`src/hw/rtl/cba_pkg.sv`:
```
`timescale 1ns / 1ps
`default_nettype none

package cba_pkg;

    // Result status codes
    localparam logic [2:0] ST_OK      = 3'd0;
    localparam logic [2:0] ST_ZERO    = 3'd1;
    localparam logic [2:0] ST_FULL    = 3'd2;
    localparam logic [2:0] ST_SPACE   = 3'd3;
    localparam logic [2:0] ST_MISSING = 3'd4;

    // Request modes
    localparam logic MODE_ALLOC = 1'b0;
    localparam logic MODE_FREE  = 1'b1;

    // Request word
    typedef struct packed {
        logic        mode;
        logic [15:0] length;
        logic [15:0] block_base;
        logic [7:0]  owner_id;
    } cba_req_t;

    // Result word
    typedef struct packed {
        logic [2:0]  status;
        logic [15:0] granted_base;
        logic [15:0] top;
    } cba_rsp_t;

endpackage

`default_nettype wire

```
`src/hw/rtl/compacting_bump_allocator.sv`:
```
`timescale 1ns / 1ps
`default_nettype none

// Compacting bump allocator. Blocks are handed out from a top pointer that
// starts at slot 1; a free removes the block matching base and owner and
// slides every block above it down, so the allocated space stays gap free.
// The block table (base, length, owner) sits in two one-port-read,
// one-port-write synchronous memories; valid bits and the top pointer are
// flip-flops. One request is processed at a time. An allocate scans the
// valid bits one entry a cycle for the lowest free entry; a zero length
// is answered without a scan. A free walks the table twice through the
// memory read port, once to find the match and once to rebase the blocks
// above it, and walks it only once when nothing matches. The result sits
// in an output register, so the next request is taken while it waits.
module compacting_bump_allocator #(
    parameter int MAX_BLOCKS = 16,
    parameter int ADDR_BITS  = 16,
    parameter int OWNER_BITS = 8
) (
    input  wire                aclk,
    input  wire                aresetn,
    input  wire                s_valid,
    output logic               s_ready,
    input  wire cba_pkg::cba_req_t s_data,
    output logic               m_valid,
    input  wire                m_ready,
    output cba_pkg::cba_rsp_t  m_data
);

    localparam int IDX_W  = (MAX_BLOCKS > 1) ? $clog2(MAX_BLOCKS) : 1;
    localparam int INFO_W = 16 + OWNER_BITS;
    localparam logic [IDX_W-1:0] LAST_IDX = IDX_W'(MAX_BLOCKS - 1);
    localparam logic [32:0] ADDR_LIMIT = 33'((64'd1 << ADDR_BITS) - 64'd1);

    typedef enum logic [2:0] {
        S_IDLE,
        S_SCAN,
        S_SEARCH,
        S_COMPACT,
        S_DELIVER
    } state_t;

    // Table memories
    logic [ADDR_BITS-1:0] base_mem [MAX_BLOCKS];
    logic [INFO_W-1:0]    info_mem [MAX_BLOCKS];

    state_t               state_reg, state_next;
    cba_pkg::cba_req_t    req_reg, req_next;
    logic [MAX_BLOCKS-1:0] valid_reg, valid_next;
    logic [ADDR_BITS-1:0] top_reg, top_next;
    logic [IDX_W-1:0]     idx_reg, idx_next;
    logic                 issue_done_reg, issue_done_next;
    logic                 rd_pend_reg, rd_pend_next;
    logic [IDX_W-1:0]     rd_idx_reg, rd_idx_next;
    logic [15:0]          flen_reg, flen_next;
    logic [ADDR_BITS-1:0] fbase_reg, fbase_next;
    cba_pkg::cba_rsp_t    res_reg, res_next;
    logic                 m_valid_reg, m_valid_next;
    cba_pkg::cba_rsp_t    m_data_reg, m_data_next;

    logic [ADDR_BITS-1:0] rd_base_reg;
    logic [INFO_W-1:0]    rd_info_reg;

    logic                 rd_en;
    logic                 base_we, info_we;
    logic [IDX_W-1:0]     wr_addr;
    logic [ADDR_BITS-1:0] base_wdata;
    logic [INFO_W-1:0]    info_wdata;

    // Datapath helpers
    logic [32:0]          alloc_sum;
    logic [ADDR_BITS-1:0] alloc_top;
    logic [ADDR_BITS-1:0] free_top;
    logic [31:0]          cur_top_ext, alloc_top_ext, free_top_ext;
    logic [31:0]          owner_ext;
    logic [OWNER_BITS-1:0] req_owner;
    logic [15:0]          rd_len;
    logic [OWNER_BITS-1:0] rd_owner;
    logic                 rd_hit;
    logic                 rd_above;

    assign alloc_sum     = 33'(top_reg) + 33'(req_reg.length);
    assign alloc_top     = alloc_sum[ADDR_BITS-1:0];
    assign free_top      = top_reg - ADDR_BITS'(flen_reg);
    assign cur_top_ext   = 32'(top_reg);
    assign alloc_top_ext = 32'(alloc_top);
    assign free_top_ext  = 32'(free_top);
    assign owner_ext     = 32'(req_reg.owner_id);
    assign req_owner     = owner_ext[OWNER_BITS-1:0];
    assign rd_len        = rd_info_reg[INFO_W-1:OWNER_BITS];
    assign rd_owner      = rd_info_reg[OWNER_BITS-1:0];
    assign rd_hit        = valid_reg[rd_idx_reg]
                         && (32'(rd_base_reg) == 32'(req_reg.block_base))
                         && (rd_owner == req_owner);
    assign rd_above      = valid_reg[rd_idx_reg] && (rd_base_reg > fbase_reg);

    assign s_ready = (state_reg == S_IDLE);
    assign m_valid = m_valid_reg;
    assign m_data  = m_data_reg;

    // Sequencer
    always_comb begin
        state_next      = state_reg;
        req_next        = req_reg;
        valid_next      = valid_reg;
        top_next        = top_reg;
        idx_next        = idx_reg;
        issue_done_next = issue_done_reg;
        rd_pend_next    = 1'b0;
        rd_idx_next     = rd_idx_reg;
        flen_next       = flen_reg;
        fbase_next      = fbase_reg;
        res_next        = res_reg;
        m_valid_next    = m_valid_reg && !m_ready;
        m_data_next     = m_data_reg;
        rd_en           = 1'b0;
        base_we         = 1'b0;
        info_we         = 1'b0;
        wr_addr         = idx_reg;
        base_wdata      = top_reg;
        info_wdata      = {req_reg.length, req_owner};

        unique case (state_reg)
            S_IDLE: begin
                if (s_valid) begin
                    req_next        = s_data;
                    idx_next        = '0;
                    issue_done_next = 1'b0;
                    state_next      = (s_data.mode == cba_pkg::MODE_FREE) ? S_SEARCH : S_SCAN;
                end
            end

            // Allocate: walk valid bits for the lowest free entry
            S_SCAN: begin
                if (req_reg.length == 16'd0) begin
                    res_next   = '{status: cba_pkg::ST_ZERO, granted_base: 16'd0,
                                   top: cur_top_ext[15:0]};
                    state_next = S_DELIVER;
                end else if (!valid_reg[idx_reg]) begin
                    if (alloc_sum > ADDR_LIMIT) begin
                        res_next = '{status: cba_pkg::ST_SPACE, granted_base: 16'd0,
                                     top: cur_top_ext[15:0]};
                    end else begin
                        base_we             = 1'b1;
                        info_we             = 1'b1;
                        valid_next[idx_reg] = 1'b1;
                        top_next            = alloc_top;
                        res_next = '{status: cba_pkg::ST_OK, granted_base: cur_top_ext[15:0],
                                     top: alloc_top_ext[15:0]};
                    end
                    state_next = S_DELIVER;
                end else if (idx_reg == LAST_IDX) begin
                    res_next   = '{status: cba_pkg::ST_FULL, granted_base: 16'd0,
                                   top: cur_top_ext[15:0]};
                    state_next = S_DELIVER;
                end else begin
                    idx_next = idx_reg + 1'b1;
                end
            end

            // Free, first pass: find the lowest matching entry
            S_SEARCH: begin
                if (rd_pend_reg && rd_hit) begin
                    valid_next[rd_idx_reg] = 1'b0;
                    flen_next       = rd_len;
                    fbase_next      = rd_base_reg;
                    idx_next        = '0;
                    issue_done_next = 1'b0;
                    state_next      = S_COMPACT;
                end else begin
                    if (!issue_done_reg) begin
                        rd_en        = 1'b1;
                        rd_pend_next = 1'b1;
                        rd_idx_next  = idx_reg;
                        if (idx_reg == LAST_IDX) begin
                            issue_done_next = 1'b1;
                        end else begin
                            idx_next = idx_reg + 1'b1;
                        end
                    end
                    if (rd_pend_reg && rd_idx_reg == LAST_IDX) begin
                        res_next   = '{status: cba_pkg::ST_MISSING, granted_base: 16'd0,
                                       top: cur_top_ext[15:0]};
                        state_next = S_DELIVER;
                    end
                end
            end

            // Free, second pass: slide blocks above the freed one down
            S_COMPACT: begin
                if (!issue_done_reg) begin
                    rd_en        = 1'b1;
                    rd_pend_next = 1'b1;
                    rd_idx_next  = idx_reg;
                    if (idx_reg == LAST_IDX) begin
                        issue_done_next = 1'b1;
                    end else begin
                        idx_next = idx_reg + 1'b1;
                    end
                end
                if (rd_pend_reg) begin
                    wr_addr    = rd_idx_reg;
                    base_wdata = rd_base_reg - ADDR_BITS'(flen_reg);
                    base_we    = rd_above;
                    if (rd_idx_reg == LAST_IDX) begin
                        top_next   = free_top;
                        res_next   = '{status: cba_pkg::ST_OK, granted_base: 16'd0,
                                       top: free_top_ext[15:0]};
                        state_next = S_DELIVER;
                    end
                end
            end

            // Hand the result to the output register
            S_DELIVER: begin
                if (!m_valid_reg || m_ready) begin
                    m_valid_next = 1'b1;
                    m_data_next  = res_reg;
                    state_next   = S_IDLE;
                end
            end

            default: begin
                state_next = S_IDLE;
            end
        endcase
    end

    // State and registered outputs
    always_ff @(posedge aclk) begin
        if (!aresetn) begin
            state_reg      <= S_IDLE;
            valid_reg      <= '0;
            top_reg        <= ADDR_BITS'(1);
            idx_reg        <= '0;
            issue_done_reg <= 1'b0;
            rd_pend_reg    <= 1'b0;
            m_valid_reg    <= 1'b0;
        end else begin
            state_reg      <= state_next;
            valid_reg      <= valid_next;
            top_reg        <= top_next;
            idx_reg        <= idx_next;
            issue_done_reg <= issue_done_next;
            rd_pend_reg    <= rd_pend_next;
            m_valid_reg    <= m_valid_next;
        end
        req_reg    <= req_next;
        rd_idx_reg <= rd_idx_next;
        flen_reg   <= flen_next;
        fbase_reg  <= fbase_next;
        res_reg    <= res_next;
        m_data_reg <= m_data_next;
    end

    // Base memory: one write, one registered read
    always_ff @(posedge aclk) begin
        if (base_we) begin
            base_mem[wr_addr] <= base_wdata;
        end
        if (rd_en) begin
            rd_base_reg <= base_mem[idx_reg];
        end
    end

    // Length and owner memory: one write, one registered read
    always_ff @(posedge aclk) begin
        if (info_we) begin
            info_mem[wr_addr] <= info_wdata;
        end
        if (rd_en) begin
            rd_info_reg <= info_mem[idx_reg];
        end
    end

endmodule

`default_nettype wire
```
`config.mk`:
```
export PLATFORM = sky130hd
export DESIGN_NAME = compacting_bump_allocator
export DESIGN_NICKNAME = d
export VERILOG_FILES = /design/src/hw/rtl/cba_pkg.sv /design/src/hw/rtl/compacting_bump_allocator.sv
export SDC_FILE = /design/constraint.sdc
export NUM_CORES = 1
export LEC_CHECK = 0
export BUFFER_PORTS_ARGS = -buffer_cell sky130_fd_sc_hd__buf_2
export CAP_MARGIN = 5
export CORE_UTILIZATION = 35
export DETAILED_ROUTE_END_ITERATION = 7
export PLACE_DENSITY = 0.61
export SLEW_MARGIN = 20
export SYNTH_ARGS = -nofsm -noshare
export SYNTH_HDL_FRONTEND = slang
export SYNTH_SLANG_ARGS = --single-unit
```
`constraint.sdc`:
```
create_clock -name aclk -period 7.52 [get_ports aclk]
set_input_delay 1.128 -clock aclk [delete_from_list [all_inputs] [get_ports aclk]]
set_output_delay 1.128 -clock aclk [all_outputs]
set_load 0.01 [all_outputs]
```
==> metrics.txt <==
count of different cell masters after synthesis=67; clock network power share=30.5%; Power Dens Cells=346 nW/µm²; largest net degree at the start of global routing=68; min-delay src=res_reg[14]; Hold Vio Cnt, Final=0; R2R Setup Slk=2680 ps; drt first pass iters=6; Clock Skew=21.9 ps; Hold WS=417 ps; peak supply drop=0.198 mV; Biggest register=info_mem; post-cts sizing count=0; max reg flops=384; Ys Warns=0; FF-to-FF End=info_mem[9][1]; worst slew pin tran=1110 ps; crit-path max FO=26; worst reg2reg path depth=11; Tot GR Track Use=17.0%; post-DP HPWL=54500 µm; CTS tree=yes; htree depth=3; initial core utilization=35.4%; IO Count=82; Combinational Power Share=23.1%; Die Width=321 µm; count of buffers from port buffering=81; Die Footprint=103000 µm²; GR Overflow Total=0; final max-slew violation count=0; postcts setup bufs=0; initial DRC count=1836; biggest regs=info_mem: 384 flops, base_mem: 256 flops; critical path class=reg2reg; CP Data Required Time=7840 ps; Max Clk Rate=0.207 GHz; final wirelength=86700 µm; Synth area leaders=edfxtp_1, mux4_2, dfxtp_1, ha_1, xnor2_1; Switch Pwr=4.16 mW; Post-synth EDFFs=826; leakage power=13.2 nW; unrepaired setup endpoints after global routing=no; global-route wire length before repair=128000 µm; multi-input logic area=9570 µm²; Sink Count=868; initial antenna violation count=1; Post-CTS Hold Buffers=0; ys async rst share=0%; WL met2=40100 µm; top-count cell post-synth=edfxtp_1; Core Area=100000 µm²; Synth Cell Area=35500 µm²; setup TNS=0 ps; Post-Syn Instances=1904; final-layout fill cell count=8790; share of cells above drive strength 1=25.8%; syn_area_per_cell=18.7 µm²; # DRC=0; Post-synth top cells=edfxtp_1, mux4_2, nor2_1; Placer Congestion=0.926; post-synth top area share=69.8%; number of global-route vias before repair=19139; sequential-to-total area share from yosys stat=72.2%; worst skew pair latency=640 ps; die span in y=321 µm; Hold Path Stages=0; max-cap viol count=0; Site Rows=116; Internal=9.99 mW; Worst Setup Start Kind=flip-flop; outcome=completed; clk slew on worst S/H paths=60 ps; Critical Path End Type=flip-flop; ys flop type=edfxtp_1; Antenna Nets Post-Route=0; part of the cycle the worst path needs=64.4%; Worst EP arrival=5160 ps; Reg area=25700 µm²; Slew HR=25.6%; wire per inst=24.8 µm; vias per inst=5.36; met3 WL=5100 µm; RR Startpoint=info_wdata[8]; top routing layer in use=met4; Num CTS Buffers=90; register share of total power=46.4%; Setup violations, final=0; M1 WL=37300 µm; sw frac=29.4%; via count=18738; area grow syn2layout=15.2%; fin nets=2184; final period demand of the worst path=4840 ps; syn_nets=2018; Hold EP=m_data[14]; leading area contributor after synthesis=edfxtp_1; count of state elements after synthesis=868; Bufs on Longest Clock Path=3; clock root cell=clkbuf_16; Hold Crit Class=reg2reg
cell families (layout without fill, tap and decap cells):
kind of cell / Yosys count / in the layout / share of synthesized area, %
AOI/OAI and AO/OA: 263 / 263 / 4.78
buffers and inverters: 129 / 366 / 1.45
and+or+nand+nor: 302 / 302 / 4.23
adders and majority gates: 69 / 69 / 2.49
other: 0 / 1 / 0
xor gates and xnor gates: 59 / 59 / 1.45
DFF: 868 / 868 / 72.2
muxes: 214 / 214 / 13.4
worst max-delay path by stage:
stage / from / slack, ps / cells past startpoint / to
after CTS: info_wdata[8] / 2690 / 11 / info_mem[8][0]
after floorplan: req_owner[4] / 990 / 6 / res_reg[0]
after detailed placement: info_wdata[8] / 2680 / 11 / info_mem[8][0]
after global routing: info_wdata[8] / 2440 / 11 / info_mem[8][5]
final: info_wdata[8] / 2680 / 11 / info_mem[9][1]
after global placement: info_wdata[8] / 2840 / 11 / info_mem[9][0]
metal layers:
metal / vias to the layer above / GRT usage, %
li1: 8108 / -
met1: 9800 / 23.6
met2: 672 / 26.4
met3: 158 / 2.62
met4: 0 / 8.02
met5: - / 0
critical path, stage by stage, from the launching register on:
cell and delay, ps:
edfxtp_1 630, ha_1 340, inv_1 90, fa_1 220
nor2b_1 70, o31a_1 290, o31ai_1 330, a21boi_0 310
a211o_2 640, or2_1 450, nor2_2 750, buf_4 390
layout make-up:
cell class	count	share of cell area, %
antenna	1	0.00611
tap	1357	4.15
clock buffer	111	5.90
multi-input combinational	907	23.4
timing repair buffer	153	2.32
clock inverter	52	1.10
inverter	50	0.462
sequential	868	62.7
layout by cell type (no fill, tap or decap), types with 6 or more instances in the layout:
master     netlist  final
clkbuf_16        0     92
nand2_1         74     74
nand3_1         16     16
nor3_1          16     15
nand2b_1        16     16
a31oi_1         17     15
a211oi_1        26     10
xor2_1          18     18
nor2b_1          9      9
buf_4            2     71
xnor2_1         41     41
o21ai_0         61     61
mux4_2         210    210
o21a_1          13     13
nor3b_1          6      6
clkbuf_1        45     15
nor4_1           6      6
o21ai_1          8      8
a221o_1          9      9
nor2_1          84     65
edfxtp_1       826    826
and3_1          13     13
inv_1           47     47
clkinv_2         0     17
clkinv_1         0     21
buf_2            7     81
a21o_1          10     10
nor2_4           0      6
bufinv_16        0      6
nor2_2           0     13
nand4_1         16     16
a21oi_1         69     69
ha_1            66     66
and2_1          21     20
dfxtp_1         42     39
a211oi_2         4     20
metrics by stage:
| step | std cells | setup slack, ps | cell area (µm²) | utilization [%] | power, mW |
|---|---|---|---|---|---|
| finish | 3499 | 2680 | 40900 | 40.8 | 14.1 |
| global placement | 3335 | 2840 | 38000 | 37.9 | 9.82 |
| floorplan | 1904 | 993 | 35500 | - | 8.77 |
| CTS | 3498 | 2690 | 40900 | 40.8 | 14.3 |
| detailed placement | 3335 | 2680 | 38000 | 37.9 | 9.93 |
| global route | 3498 | 2440 | 40900 | 40.8 | 14.7 |
power groups by stage:
stage | Sequential, mW | Combinational, mW | Clock, mW
finish | 6.57 | 3.26 | 4.32
global route | 6.62 | 3.53 | 4.59
CTS | 6.57 | 3.27 | 4.41
detailed placement | 6.67 | 3.26 | 0
global placement | 6.65 | 3.17 | 0
floorplan | 6.48 | 2.29 | 0
Power figures use the tool's default switching activity.
